--- src/design/fecs_pkg.sv ---
`default_nettype none

package fecs_pkg;

  // Input operation codes.
  typedef enum logic [1:0] {
    OP_REPAIR  = 2'd0,
    OP_SOURCE  = 2'd1,
    OP_PAYLOAD = 2'd2
  } op_t;

  // Kind of work queued between front and back.
  typedef enum logic [1:0] {
    CMD_HEADER = 2'd0,
    CMD_ERROR  = 2'd1,
    CMD_BYTE   = 2'd2
  } cmd_kind_t;

  // Header segments in emission order.
  typedef enum logic [2:0] {
    SEG_TYPE   = 3'd0,
    SEG_BLOCK  = 3'd1,
    SEG_SYMBOL = 3'd2,
    SEG_COUNT  = 3'd3,
    SEG_SCHEME = 3'd4,
    SEG_LENGTH = 3'd5
  } seg_t;

  localparam int unsigned TYPE_W = 62;

  // Configuration register indexes.
  localparam logic CFG_REPAIR_TYPE = 1'b0;
  localparam logic CFG_SOURCE_TYPE = 1'b1;

  localparam logic [TYPE_W-1:0] REPAIR_TYPE_RESET = 62'd64512;
  localparam logic [TYPE_W-1:0] SOURCE_TYPE_RESET = 62'd64513;

  // Varint range limits and first-byte length prefixes.
  localparam logic [TYPE_W-1:0] VARINT_MAX1 = 62'd63;
  localparam logic [TYPE_W-1:0] VARINT_MAX2 = 62'd16383;
  localparam logic [TYPE_W-1:0] VARINT_MAX4 = 62'd1073741823;
  localparam logic [7:0] PREFIX_1 = 8'h00;
  localparam logic [7:0] PREFIX_2 = 8'h40;
  localparam logic [7:0] PREFIX_4 = 8'h80;
  localparam logic [7:0] PREFIX_8 = 8'hc0;

  // Single-byte header fields: symbol, count and scheme on a repair header,
  // symbol and count on a source info header.
  localparam logic [4:0] FIXED_HDR_BYTES    = 5'd3;
  localparam logic [4:0] SOURCE_FIXED_BYTES = 5'd2;
  localparam logic [4:0] MAX_HDR_BYTES      = 5'd19;

  localparam int unsigned QUEUE_DEPTH = 2;
  localparam int unsigned QUEUE_PTR_W = 1;
  localparam int unsigned QUEUE_CNT_W = 2;

  typedef struct packed {
    cmd_kind_t         kind;
    logic              source;
    logic              hdr_last;
    logic [TYPE_W-1:0] type_val;
    logic [1:0]        type_code;
    logic [31:0]       block;
    logic [1:0]        block_code;
    logic [7:0]        symbol;
    logic [7:0]        count;
    logic [7:0]        scheme;
    logic [15:0]       length;
    logic [1:0]        length_code;
    logic [7:0]        data;
    logic              data_last;
  } cmd_t;

  // Size code of a varint: 0, 1, 2, 3 for 1, 2, 4, 8 bytes.
  function automatic logic [1:0] varint_code(input logic [TYPE_W-1:0] v);
    logic [1:0] code;
    if (v <= VARINT_MAX1) code = 2'd0;
    else if (v <= VARINT_MAX2) code = 2'd1;
    else if (v <= VARINT_MAX4) code = 2'd2;
    else code = 2'd3;
    return code;
  endfunction

  function automatic logic [3:0] varint_bytes(input logic [1:0] code);
    logic [3:0] n;
    case (code)
      2'd0: n = 4'd1;
      2'd1: n = 4'd2;
      2'd2: n = 4'd4;
      default: n = 4'd8;
    endcase
    return n;
  endfunction

  function automatic logic [7:0] varint_prefix(input logic [1:0] code);
    logic [7:0] p;
    case (code)
      2'd0: p = PREFIX_1;
      2'd1: p = PREFIX_2;
      2'd2: p = PREFIX_4;
      default: p = PREFIX_8;
    endcase
    return p;
  endfunction

endpackage

`default_nettype wire

--- src/design/fecs_front.sv ---
`default_nettype none

module fecs_front #(
  parameter int unsigned LENGTH_BITS = 16
) (
  input  wire logic                          clk,
  input  wire logic                          rst,
  input  wire logic                          in_valid,
  output logic                               in_ready,
  input  wire logic [1:0]                    operation,
  input  wire logic [31:0]                   block_num,
  input  wire logic [7:0]                    symbol_num,
  input  wire logic [7:0]                    count,
  input  wire logic [7:0]                    scheme,
  input  wire logic [15:0]                   data_length,
  input  wire logic [15:0]                   space,
  input  wire logic [7:0]                    data_byte,
  input  wire logic [fecs_pkg::TYPE_W-1:0]   repair_type,
  input  wire logic [fecs_pkg::TYPE_W-1:0]   source_type,
  input  wire logic                          q_full,
  output logic                               q_push,
  output fecs_pkg::cmd_t                     q_din
);

  localparam logic [15:0] LenMask =
    (LENGTH_BITS >= 16) ? 16'hFFFF : 16'((33'd1 << LENGTH_BITS) - 33'd1);

  logic [LENGTH_BITS-1:0] payload_remaining;
  logic [LENGTH_BITS-1:0] payload_remaining_next;
  logic                   accept;
  logic                   repair_op;
  logic [15:0]            dlen;
  logic [4:0]             hdr_bytes;
  logic [16:0]            total;
  logic                   no_fit;
  fecs_pkg::op_t          op;

  assign in_ready  = !q_full;
  assign accept    = in_valid && in_ready;
  assign op        = fecs_pkg::op_t'(operation);
  assign repair_op = (op == fecs_pkg::OP_REPAIR);
  assign dlen      = repair_op ? (data_length & LenMask) : 16'd0;

  always_comb begin
    q_din             = '0;
    q_din.kind        = fecs_pkg::CMD_BYTE;
    q_din.source      = !repair_op;
    q_din.hdr_last    = (dlen == 16'd0);
    q_din.type_val    = repair_op ? repair_type : source_type;
    q_din.type_code   = fecs_pkg::varint_code(q_din.type_val);
    q_din.block       = block_num;
    q_din.block_code  = fecs_pkg::varint_code(62'(block_num));
    q_din.symbol      = symbol_num;
    q_din.count       = count;
    q_din.scheme      = scheme;
    q_din.length      = dlen;
    q_din.length_code = fecs_pkg::varint_code(62'(dlen));
    q_din.data        = data_byte;
    q_din.data_last   = (payload_remaining == LENGTH_BITS'(1));

    hdr_bytes = 5'(fecs_pkg::varint_bytes(q_din.type_code))
              + 5'(fecs_pkg::varint_bytes(q_din.block_code))
              + (repair_op ? fecs_pkg::FIXED_HDR_BYTES : fecs_pkg::SOURCE_FIXED_BYTES);
    if (repair_op) begin
      hdr_bytes = hdr_bytes + 5'(fecs_pkg::varint_bytes(q_din.length_code));
    end
    total  = 17'(hdr_bytes) + 17'(dlen);
    no_fit = (total > 17'(space)) || (hdr_bytes > fecs_pkg::MAX_HDR_BYTES);

    q_push                 = 1'b0;
    payload_remaining_next = payload_remaining;
    case (op)
      fecs_pkg::OP_PAYLOAD: begin
        if (payload_remaining != '0) begin
          q_push = accept;
          if (accept) begin
            payload_remaining_next = payload_remaining - LENGTH_BITS'(1);
          end
        end
      end
      fecs_pkg::OP_REPAIR, fecs_pkg::OP_SOURCE: begin
        q_push     = accept;
        q_din.kind = no_fit ? fecs_pkg::CMD_ERROR : fecs_pkg::CMD_HEADER;
        if (accept) begin
          // a new header drops whatever payload was still due
          payload_remaining_next = no_fit ? '0 : LENGTH_BITS'(dlen);
        end
      end
      default: begin
      end
    endcase
  end

  always_ff @(posedge clk) begin
    if (rst) begin
      payload_remaining <= '0;
    end else begin
      payload_remaining <= payload_remaining_next;
    end
  end

endmodule

`default_nettype wire

--- src/design/fecs_queue.sv ---
`default_nettype none

module fecs_queue (
  input  wire logic           clk,
  input  wire logic           rst,
  input  wire logic           push,
  input  wire fecs_pkg::cmd_t din,
  output logic                full,
  input  wire logic           pop,
  output fecs_pkg::cmd_t      dout,
  output logic                valid
);

  fecs_pkg::cmd_t                         entries [fecs_pkg::QUEUE_DEPTH];
  logic [fecs_pkg::QUEUE_PTR_W-1:0]       wr_ptr;
  logic [fecs_pkg::QUEUE_PTR_W-1:0]       rd_ptr;
  logic [fecs_pkg::QUEUE_CNT_W-1:0]       fill;

  assign full  = (fill == fecs_pkg::QUEUE_CNT_W'(fecs_pkg::QUEUE_DEPTH));
  assign valid = (fill != '0);
  assign dout  = entries[rd_ptr];

  always_ff @(posedge clk) begin
    if (push) begin
      entries[wr_ptr] <= din;
    end
  end

  always_ff @(posedge clk) begin
    if (rst) begin
      wr_ptr <= '0;
      rd_ptr <= '0;
      fill   <= '0;
    end else begin
      if (push) wr_ptr <= wr_ptr + fecs_pkg::QUEUE_PTR_W'(1);
      if (pop)  rd_ptr <= rd_ptr + fecs_pkg::QUEUE_PTR_W'(1);
      fill <= fill + fecs_pkg::QUEUE_CNT_W'(push) - fecs_pkg::QUEUE_CNT_W'(pop);
    end
  end

endmodule

`default_nettype wire

--- src/design/fecs_back.sv ---
`default_nettype none

module fecs_back (
  input  wire logic           clk,
  input  wire logic           rst,
  input  wire logic           q_valid,
  input  wire fecs_pkg::cmd_t q_dout,
  output logic                q_pop,
  output logic                out_valid,
  input  wire logic           out_ready,
  output logic [7:0]          out_byte,
  output logic                out_last,
  output logic                out_status
);

  fecs_pkg::seg_t seg;
  fecs_pkg::seg_t seg_next;
  logic [2:0]     idx;
  logic [2:0]     idx_next;
  logic           load;
  logic [63:0]    seg_val;
  logic [1:0]     seg_code;
  logic [2:0]     seg_last_idx;
  logic [2:0]     shift;
  logic           seg_done;
  logic           entry_done;
  fecs_pkg::seg_t final_seg;
  logic [7:0]     byte_sel;
  logic           last_sel;
  logic           status_sel;

  assign load  = q_valid && (!out_valid || out_ready);
  assign q_pop = load && entry_done;

  // Segment selection and entry progress.
  always_comb begin
    case (seg)
      fecs_pkg::SEG_TYPE:   begin seg_val = {2'b0, q_dout.type_val}; seg_code = q_dout.type_code;   end
      fecs_pkg::SEG_BLOCK:  begin seg_val = {32'b0, q_dout.block};   seg_code = q_dout.block_code;  end
      fecs_pkg::SEG_SYMBOL: begin seg_val = {56'b0, q_dout.symbol};  seg_code = 2'd0;               end
      fecs_pkg::SEG_COUNT:  begin seg_val = {56'b0, q_dout.count};   seg_code = 2'd0;               end
      fecs_pkg::SEG_SCHEME: begin seg_val = {56'b0, q_dout.scheme};  seg_code = 2'd0;               end
      fecs_pkg::SEG_LENGTH: begin seg_val = {48'b0, q_dout.length};  seg_code = q_dout.length_code; end
      default:              begin seg_val = '0;                      seg_code = 2'd0;               end
    endcase
    seg_last_idx = 3'(fecs_pkg::varint_bytes(seg_code) - 4'd1);
    shift        = seg_last_idx - idx;
    seg_done     = (idx == seg_last_idx);
    final_seg    = q_dout.source ? fecs_pkg::SEG_COUNT : fecs_pkg::SEG_LENGTH;
    entry_done   = (q_dout.kind != fecs_pkg::CMD_HEADER) || (seg_done && seg == final_seg);
  end

  // Next position in the header.
  always_comb begin
    seg_next = seg;
    idx_next = idx;
    if (load) begin
      if (entry_done) begin
        seg_next = fecs_pkg::SEG_TYPE;
        idx_next = 3'd0;
      end else if (seg_done) begin
        idx_next = 3'd0;
        case (seg)
          fecs_pkg::SEG_TYPE:   seg_next = fecs_pkg::SEG_BLOCK;
          fecs_pkg::SEG_BLOCK:  seg_next = fecs_pkg::SEG_SYMBOL;
          fecs_pkg::SEG_SYMBOL: seg_next = fecs_pkg::SEG_COUNT;
          fecs_pkg::SEG_COUNT:  seg_next = fecs_pkg::SEG_SCHEME;
          fecs_pkg::SEG_SCHEME: seg_next = fecs_pkg::SEG_LENGTH;
          default:              seg_next = fecs_pkg::SEG_TYPE;
        endcase
      end else begin
        idx_next = idx + 3'd1;
      end
    end
  end

  // Output word for the current position.
  always_comb begin
    byte_sel   = seg_val[{shift, 3'b000} +: 8];
    if (idx == 3'd0) begin
      byte_sel = byte_sel | fecs_pkg::varint_prefix(seg_code);
    end
    last_sel   = entry_done && q_dout.hdr_last;
    status_sel = 1'b0;
    case (q_dout.kind)
      fecs_pkg::CMD_ERROR: begin
        byte_sel   = 8'd0;
        last_sel   = 1'b1;
        status_sel = 1'b1;
      end
      fecs_pkg::CMD_BYTE: begin
        byte_sel = q_dout.data;
        last_sel = q_dout.data_last;
      end
      default: begin
      end
    endcase
  end

  always_ff @(posedge clk) begin
    if (rst) begin
      seg       <= fecs_pkg::SEG_TYPE;
      idx       <= 3'd0;
      out_valid <= 1'b0;
    end else begin
      seg <= seg_next;
      idx <= idx_next;
      if (load) begin
        out_valid <= 1'b1;
      end else if (out_ready) begin
        out_valid <= 1'b0;
      end
    end
  end

  always_ff @(posedge clk) begin
    if (load) begin
      out_byte   <= byte_sel;
      out_last   <= last_sel;
      out_status <= status_sel;
    end
  end

endmodule

`default_nettype wire

--- src/design/fec_frame_serializer.sv ---
// FEC frame serializer: turns frame requests into a byte stream of QUIC-style
// varints (1, 2, 4 or 8 bytes).
// Slave stream: one word per request. tuser carries the operation (repair
// header, source info, payload byte); tdata carries the request fields.
// Master stream: one word per output byte, tlast on the final byte of a frame
// and on an error word, tuser set on an error word (frame does not fit, data 0).
// Config port: cfg_we/cfg_index/cfg_data write the repair and source-info
// frame type registers; write only while the block is idle.
// Path: an accepted request word is written into the queue; the back end then
// loads its first output byte from the queue head into the output register.
// Throughput: a payload byte or error yields one output word; a header yields
// one output word per header byte (4 to 19). The back end emits one byte per cycle
// while the receiver takes it, which sets the rate; the front end keeps accepting
// words while the two-entry queue has room, so payload words stream at one per cycle.
// Reset: clears the payload counter, queue, sequencer and output valid, and
// restores the frame type registers to their defaults.
// A stalled receiver holds the output word; the queue then fills and tready
// drops until the back end drains it.
`default_nettype none

module fec_frame_serializer #(
  parameter int unsigned LENGTH_BITS = 16
) (
  input  wire logic                         clk,
  input  wire logic                         rst,
  input  wire logic                         cfg_we,
  input  wire logic                         cfg_index,
  input  wire logic [fecs_pkg::TYPE_W-1:0]  cfg_data,
  input  wire logic                         s_tvalid,
  output logic                              s_tready,
  // block_num[31:0], symbol_num[39:32], count[47:40], scheme[55:48],
  // data_length[71:56], space[87:72], data_byte[95:88]
  input  wire logic [95:0]                  s_tdata,
  // operation[1:0]
  input  wire logic [1:0]                   s_tuser,
  output logic                              m_tvalid,
  input  wire logic                         m_tready,
  // out_byte[7:0]
  output logic [7:0]                        m_tdata,
  output logic                              m_tlast,
  // status[0]
  output logic                              m_tuser
);

  logic [fecs_pkg::TYPE_W-1:0] repair_frame_type;
  logic [fecs_pkg::TYPE_W-1:0] source_info_frame_type;

  logic           q_push;
  logic           q_full;
  logic           q_pop;
  logic           q_valid;
  fecs_pkg::cmd_t q_din;
  fecs_pkg::cmd_t q_dout;

  // Frame type registers.
  always_ff @(posedge clk) begin
    if (rst) begin
      repair_frame_type      <= fecs_pkg::REPAIR_TYPE_RESET;
      source_info_frame_type <= fecs_pkg::SOURCE_TYPE_RESET;
    end else if (cfg_we) begin
      case (cfg_index)
        fecs_pkg::CFG_REPAIR_TYPE: repair_frame_type      <= cfg_data;
        fecs_pkg::CFG_SOURCE_TYPE: source_info_frame_type <= cfg_data;
        default: begin
        end
      endcase
    end
  end

  // Front: accept a word, track the payload still due, size the header
  // and decide whether the frame fits.
  fecs_front #(
    .LENGTH_BITS(LENGTH_BITS)
  ) u_front (
    .clk         (clk),
    .rst         (rst),
    .in_valid    (s_tvalid),
    .in_ready    (s_tready),
    .operation   (s_tuser),
    .block_num   (s_tdata[31:0]),
    .symbol_num  (s_tdata[39:32]),
    .count       (s_tdata[47:40]),
    .scheme      (s_tdata[55:48]),
    .data_length (s_tdata[71:56]),
    .space       (s_tdata[87:72]),
    .data_byte   (s_tdata[95:88]),
    .repair_type (repair_frame_type),
    .source_type (source_info_frame_type),
    .q_full      (q_full),
    .q_push      (q_push),
    .q_din       (q_din)
  );

  // Short queue decoupling the front from the byte sequencer.
  fecs_queue u_queue (
    .clk   (clk),
    .rst   (rst),
    .push  (q_push),
    .din   (q_din),
    .full  (q_full),
    .pop   (q_pop),
    .dout  (q_dout),
    .valid (q_valid)
  );

  // Back: walk each queued entry out one byte per cycle, while the receiver takes bytes, into the output register.
  fecs_back u_back (
    .clk        (clk),
    .rst        (rst),
    .q_valid    (q_valid),
    .q_dout     (q_dout),
    .q_pop      (q_pop),
    .out_valid  (m_tvalid),
    .out_ready  (m_tready),
    .out_byte   (m_tdata),
    .out_last   (m_tlast),
    .out_status (m_tuser)
  );

  // Never push into a full queue.
  a_no_overflow: assert property (@(posedge clk) disable iff (rst)
    q_push |-> !q_full)
    else $error("queue push while full");

  // Never pop an empty queue.
  a_no_underflow: assert property (@(posedge clk) disable iff (rst)
    q_pop |-> q_valid)
    else $error("queue pop while empty");

  // An error word is always a zero byte that closes the frame.
  a_error_word: assert property (@(posedge clk) disable iff (rst)
    (m_tvalid && m_tuser) |-> (m_tlast && m_tdata == 8'd0))
    else $error("malformed error word");

endmodule

`default_nettype wire

--- config.mk ---
export PLATFORM = sky130hd
export DESIGN_NAME = fec_frame_serializer
export DESIGN_NICKNAME = d
export VERILOG_FILES = /design/src/design/fecs_pkg.sv /design/src/design/fecs_front.sv /design/src/design/fecs_queue.sv /design/src/design/fecs_back.sv /design/src/design/fec_frame_serializer.sv
export SDC_FILE = /design/constraint.sdc
export NUM_CORES = 1
export LEC_CHECK = 0
export BUFFER_PORTS_ARGS = -buffer_cell sky130_fd_sc_hd__buf_2
export CAP_MARGIN = 20
export CORE_MARGIN = 5
export CORE_UTILIZATION = 30
export DETAILED_ROUTE_END_ITERATION = 10
export PLACE_DENSITY = 0.56
export SLEW_MARGIN = 20
export SYNTH_ARGS = -nofsm -noshare
export SYNTH_HDL_FRONTEND = slang
export SYNTH_SLANG_ARGS = --single-unit
--- constraint.sdc ---
create_clock -name clk -period 10.3 [get_ports clk]
set_input_delay 1.03 -clock clk [delete_from_list [all_inputs] [get_ports clk]]
set_output_delay 1.03 -clock clk [all_outputs]
set_load 0.02 [all_outputs]
==> flow_metrics.env, run 1 <==
export IMPL_worstMarginPinSlew_ns=1.02
export IMPL_cts_sinks=468
export IMPL_synth_top_cell_by_area="edfxtp_1"
export IMPL_grt_overflow_total=0
export IMPL_cap_violations=0
export IMPL_synth_cells=1885
export IMPL_cp_num_buf_inv=5
export IMPL_globalplace_congestion=0.854
export IMPL_placed_area_um2=22600
export IMPL_grt_pass1_wl_mm=92.7
export IMPL_track_usage_pct=16.1
export IMPL_cp_end_kind="flip-flop"
export IMPL_cp_depth=30
export IMPL_fin_worst_skew_ns=0.0280
export IMPL_finalNetCount=2239
export IMPL_post_cts_resized=0
export IMPL_cts_root_buf="clkbuf_16"
export IMPL_post_cts_buffers=0
export IMPL_rows=96
export IMPL_hold_end="source_info_frame_type[7]$_SDFFE_PP0P_"
export IMPL_synth_top_area_share_pct=45.6
export IMPL_p_leak_nw=8.78
export IMPL_area_growth_pct=16.9
export IMPL_first_pass_iters=6
export IMPL_routedWlPerCell_um=20.8
export IMPL_synth_area_leaders="edfxtp_1 (46%), dfxtp_1 (15%), nand2_1 (8.7%)"
export IMPL_avgSynthCellArea_um2=11.0
export IMPL_rsz0062_at_grt="false"
export IMPL_async_reset_ff_share_pct=0
export IMPL_grt_pass1_vias=14900
export IMPL_cts_made_buffers=50
export IMPL_die_area_um2=74700
export IMPL_instances_no_fill=3003
export IMPL_yosys_warnings=0
export IMPL_hp_class="reg -> reg"
export IMPL_synthFlopType="edfxtp_1"
export IMPL_clock_path_buffers=3
export IMPL_wl_mm=62.3
export IMPL_power_total_mw=5.46
export IMPL_start_util_pct=30.3
export IMPL_worstPathRequired_ns=10.75
export IMPL_antenna_found_initial=19
export IMPL_status="finished, final reports clean"
export IMPL_reg2reg_slack_ns=2.83
export IMPL_fp_dieW_um=273
export IMPL_synth_edf_count=316
export IMPL_synthesis_area_um2=20800
export IMPL_hold_viol=0
export IMPL_portBuffers=177
export IMPL_holdWs_ns=0.456
export IMPL_drtIter0Drc=1333
export IMPL_maxSlewHeadroom_pct=32.0
export IMPL_critPathSlowestCell="buf_4"
export IMPL_dp_hpwl_mm=43.7
export IMPL_clkLatencyLatePin_ns=0.61
export IMPL_syn_nets=2099
export IMPL_preCtsSetupSlack_ns=1.99
export IMPL_clk_pin_slew_worst_paths_ns=0.06
export IMPL_fin_area_um2=24300
export IMPL_num_io_pins=178
export IMPL_grt_start_max_net_pins=88
export IMPL_ctsHoldBuffers=0
export IMPL_slew_violations=0
export IMPL_worstSetupPathType="in -> reg"
export IMPL_synth_common_cells="nand2_1 (485), edfxtp_1 (316), dfxtp_1 (152), a21oi_1 (148), clkbuf_1 (83)"
export IMPL_synth_seq_cells=468
export IMPL_min_from="source_info_frame_type[7]$_SDFFE_PP0P_"
export IMPL_viasPerCell=5.07
export IMPL_synth_most_common_cell="nand2_1"
export IMPL_startpoint_type="input port"
export IMPL_synthDistinctLibCells=76
export IMPL_crit_top_cell="ha_1"
export IMPL_ctsHtreeMaxLevel=2
export IMPL_register_area_um2=12500
export IMPL_arrival_ns=8.25
export IMPL_setup_viol=0
export IMPL_crit_family="adder cells"
export IMPL_fmax_mhz=128
export IMPL_die_y_um=273
export IMPL_drc_errors=0
export IMPL_ant_nets=0
export IMPL_r2r_start="repair_frame_type[21]$_SDFFE_PP0P_"
export IMPL_fin_util_pct=35.4
export IMPL_fillCellCount=6813
export IMPL_seq_area_frac_synth_pct=60.2
export IMPL_vias=15200
export IMPL_r2r_cells=29
export IMPL_cts_tree="built"
export IMPL_drive_gt1_share_pct=15.9
export IMPL_cpPeakStageDelay_ns=0.68
export IMPL_layout_setup_ws_ns=2.50
export IMPL_min_path_cells=2
export IMPL_power_density_nw_per_um2=224
export IMPL_multiInputGateArea_um2=7680
export IMPL_dp_cells=2904
export IMPL_post_route_min_period_ns=7.80
export IMPL_fin_crit_sh_pct=75.7
export IMPL_rr_endpoint="u_front.payload_remaining[6]$_SDFFE_PP0P_"
export IMPL_crit_fanout=87
export IMPL_tns_ns=0
export IMPL_core_area_um2=68700
export IMPL_worst_ir_drop_vdd_mv=0.123
==> final cells by class <==
class / instances / share of cell area [%]
multi-input combinational: 1260 / 31.6
sequential: 468 / 51.5
inverter: 45 / 0.694
clock buffer: 66 / 5.52
timing repair buffer: 200 / 4.36
antenna: 5 / 0.0514
tap: 931 / 4.79
clock inverter: 28 / 1.48
==> cell families after synthesis <==
family,synth area share (%)
buffers and inverters,3.00
AND/OR/NAND/NOR,15.5
flip-flops,60.2
other,0.0180
adder cells (fa/ha/maj),3.07
XOR/XNOR,1.13
AO/OA/AOI/OAI,10.5
multiplexers,6.60
==> how the worst max path moves through the flow <==
stage,end,startpoint
6_report,u_front.payload_remaining[6]$_SDFFE_PP0P_,s_tuser[1]
5_1_grt,u_front.payload_remaining[11]$_SDFFE_PP0P_,s_tuser[1]
4_1_cts,u_front.payload_remaining[3]$_SDFFE_PP0P_,s_tuser[1]
3_5_place_dp,u_front.payload_remaining[5]$_SDFFE_PP0P_,s_tuser[1]
3_3_place_gp,u_front.payload_remaining[5]$_SDFFE_PP0P_,s_tuser[1]
2_1_floorplan,u_queue.entries[0][0]$_DFFE_PP_,s_tuser[0]
==> layout by cell type, fill, tap and decap left out, drive strengths merged, types with 31 or more instances in the layout <==
cell type / n
dfxtp: 152
nor4: 31
ha: 43
nor3: 43
o21ai: 52
clkbuf: 66
nor2: 51
buf: 200
mux2i: 82
a21oi: 149
edfxtp: 316
nand2: 485
inv: 49
==> state kept, by name, indices dropped and copies added (netlist names), 2 cells and up, named ones only <==
signal and cells:
u_queue.entries 306, u_queue.fill 2, u_back.out_byte 8, u_front.payload_remaining 16, u_back.idx 3, source_info_frame_type 62, repair_frame_type 62, u_back.seg 3
==> worst reg2reg max path: cells and delay by family (launching register included) <==
kind	cells	cell delay (ns)
xor+xnor	2	0.37
buf+inv	3	0.39
simple gates	9	2.86
fa+ha+maj	6	2.03
compound gates	9	1.36
flops	1	0.32
==> where the power goes <==
part           switching [mW]  internal, mW  leakage, nW
clock network           0.769          1.10        0.828
logic                   0.761         0.426         3.75
registers               0.124          2.28         4.20
total                    1.65          3.81         8.78
==> per-layer routing <==
metal | vias up | wire, µm | global-route usage [%]
li1 | 7159 | - | -
met1 | 7434 | 26700 | 21.5
met2 | 470 | 29200 | 26.1
met3 | 120 | 4630 | 4.22
met4 | 28 | 1670 | 4.46
met5 | - | 205 | 0
Note: power is estimated with default switching activity, not from simulation.
==> run 2, diff against run 1 <==
==> constraint.sdc (replaced) <==
create_clock -name clk -period 8.05 [get_ports clk]
set_input_delay 0.805 -clock clk [delete_from_list [all_inputs] [get_ports clk]]
set_output_delay 0.805 -clock clk [all_outputs]
set_load 0.02 [all_outputs]
==> flow_metrics.env, run 2 (synthesized netlist as in run 1, its figures left out) <==
export IMPL_use_met1_pct=20.4
export IMPL_met2_usage_pct=25.6
export IMPL_maxSlewHeadroom_pct=27.6
export IMPL_cp_end_kind="flip-flop"
export IMPL_cts_sinks=468
export IMPL_critPathSlowestCell="or4_1"
export IMPL_setup_viol=0
export IMPL_fillCellCount=6855
export IMPL_cap_violations=0
export IMPL_min_path_cells=1
export IMPL_hold_viol=0
export IMPL_seqPwrFrac_pct=43.8
export IMPL_grt_overflow_total=0
export IMPL_final_cell_mix="nand2_1 (484), edfxtp_1 (316), buf_2 (176)"
export IMPL_finalNetCount=2247
export IMPL_die_y_um=273
export IMPL_wl_mm=60.2
export IMPL_worstSetupPathType="reg -> reg"
export IMPL_rows=96
export IMPL_grt_pass1_wl_mm=89.5
export IMPL_rsz0062_at_grt="false"
export IMPL_fp_dieW_um=273
export IMPL_post_route_min_period_ns=7.16
export IMPL_final_common_cell="nand2_1"
export IMPL_power_density_nw_per_um2=286
export IMPL_first_pass_iters=8
export IMPL_post_cts_buffers=0
export IMPL_clock_path_buffers=3
export IMPL_grt_pass1_vias=14800
export IMPL_tns_ns=0
export IMPL_slew_violations=0
export IMPL_track_usage_pct=15.4
export IMPL_fmax_mhz=140
export IMPL_rr_endpoint="u_front.payload_remaining[12]$_SDFFE_PP0P_"
export IMPL_cp_endpoint="u_front.payload_remaining[12]$_SDFFE_PP0P_"
export IMPL_p_leak_nw=8.82
export IMPL_drive_gt1_share_pct=16.2
export IMPL_clkLatencyLatePin_ns=0.61
export IMPL_viasPerCell=5.00
export IMPL_clk_pin_slew_worst_paths_ns=0.06
export IMPL_largest_reg_flops=306
export IMPL_worstPathRequired_ns=8.49
export IMPL_cpPeakStageDelay_ns=0.53
export IMPL_p_int_mw=4.88
export IMPL_combPwrFrac_pct=21.9
export IMPL_p_sw_share_pct=30.2
export IMPL_drc_errors=0
export IMPL_r2r_cells=28
export IMPL_num_io_pins=178
export IMPL_ctsHoldBuffers=0
export IMPL_drtIter0Drc=1415
export IMPL_fin_worst_skew_ns=0.0432
export IMPL_core_area_um2=68700
export IMPL_fin_crit_sh_pct=88.9
export IMPL_cts_tree="built"
export IMPL_ctsHtreeMaxLevel=2
export IMPL_grt_busiest_layer="met2"
export IMPL_antenna_found_initial=13
export IMPL_crit_top_cell="ha_1"
export IMPL_portBuffers=177
export IMPL_startpoint_type="flip-flop"
export IMPL_ant_nets=0
export IMPL_worstMarginPinSlew_ns=1.09
export IMPL_r2r_start="source_info_frame_type[37]$_SDFFE_PP0P_"
export IMPL_worst_ir_drop_vdd_mv=0.156
export IMPL_clock_power_share_pct=34.2
export IMPL_start_util_pct=30.3
export IMPL_crit_fanout=16
export IMPL_met3_usage_pct=3.24
export IMPL_top_register="u_queue.entries"
export IMPL_cts_made_buffers=52
export IMPL_die_area_um2=74700
export IMPL_startpoint="source_info_frame_type[37]$_SDFFE_PP0P_"
export IMPL_routedWlPerCell_um=20.0
export IMPL_arrival_ns=7.60
export IMPL_cts_root_buf="clkbuf_16"
export IMPL_reg_largest_list="u_queue.entries (306), repair_frame_type (62), source_info_frame_type (62)"
export IMPL_hp_class="in -> reg"
export IMPL_grt_start_max_net_pins=154
export IMPL_reg2reg_slack_ns=0.89
export IMPL_p_sw_mw=2.11
export IMPL_area_growth_pct=17.3
export IMPL_power_total_mw=6.99
export IMPL_vias=15100
export IMPL_dp_hpwl_mm=42.5
export IMPL_status="finished, final reports clean"
export IMPL_globalplace_congestion=0.925
export IMPL_post_cts_resized=0
## run 2: cell types whose count changed in the layout (fill, tap and decap cells not counted), moves of 2 or more
| cell | delta |
|---|---|
| buf_4 | +5 |
| clkinv_1 | +2 |
| clkinv_4 | +3 |
| inv_4 | -2 |
## run 2: worst min path at each step
stage                                      startpoint                                end  slack (ns)
finish                                    s_tdata[88]    u_queue.entries[1][1]$_DFFE_PP_        0.39
floorplan           repair_frame_type[0]$_SDFFE_PP0P_  repair_frame_type[0]$_SDFFE_PP0P_        0.44
global placement    repair_frame_type[1]$_SDFFE_PP0P_  repair_frame_type[1]$_SDFFE_PP0P_        0.44
detailed placement  repair_frame_type[3]$_SDFFE_PP0P_  repair_frame_type[3]$_SDFFE_PP0P_        0.45
global route                              s_tdata[22]   u_queue.entries[1][75]$_DFFE_PP_        0.37
CTS                                       s_tdata[88]    u_queue.entries[1][1]$_DFFE_PP_        0.35
## run 2: critical path: cells and delay by family (launching register included)
family	cells	cell delay, ns
xor gates and xnor gates	2	0.39
DFF	1	0.33
adders and majority gates	6	1.99
AOI/OAI and AO/OA	8	1.18
buffers and inverters	3	0.38
and+or+nand+nor	9	2.68
## run 2: area by class of cell
type                            instances  area (µm²)  area share, %
Sequential cell                       468       12500           51.4
Antenna cell                            5        12.5         0.0513
Timing Repair Buffer                  206        1120           4.58
Clock inverter                         29         349           1.43
Clock buffer                           68        1380           5.66
Inverter                               45         169          0.692
Multi-Input combinational cell       1260        7680           31.5
Tap cell                              931        1160           4.77
## run 2: layer usage
layer | wire length (µm) | up-vias
li1 | - | 7151
met1 | 26200 | 7325
met2 | 28500 | 472
met3 | 3790 | 105
met4 | 1550 | 16
met5 | 107 | -
## run 2: power by group through the flow
stage               combinational, mW  clock [mW]  sequential (mW)
global placement                 1.53           0             3.10
floorplan                        1.02           0             3.09
finish                           1.53        2.39             3.06
global route                     1.66        2.54             3.09
CTS                              1.55        2.45             3.06
detailed placement               1.54           0             3.11
## run 2: metrics by stage
step                hold slack (ns)  instances  area (µm²)  util, %  worst slack, ns
finish                        0.393       3012       24400     35.5            0.891
floorplan                     0.437       1885       20800        -             1.05
global placement              0.442       2910       22700     33.0            0.838
global route                  0.367       3010       24400     35.5            0.423
CTS                           0.355       3007       24400     35.5            0.897
detailed placement            0.447       2910       22700     33.0            0.676
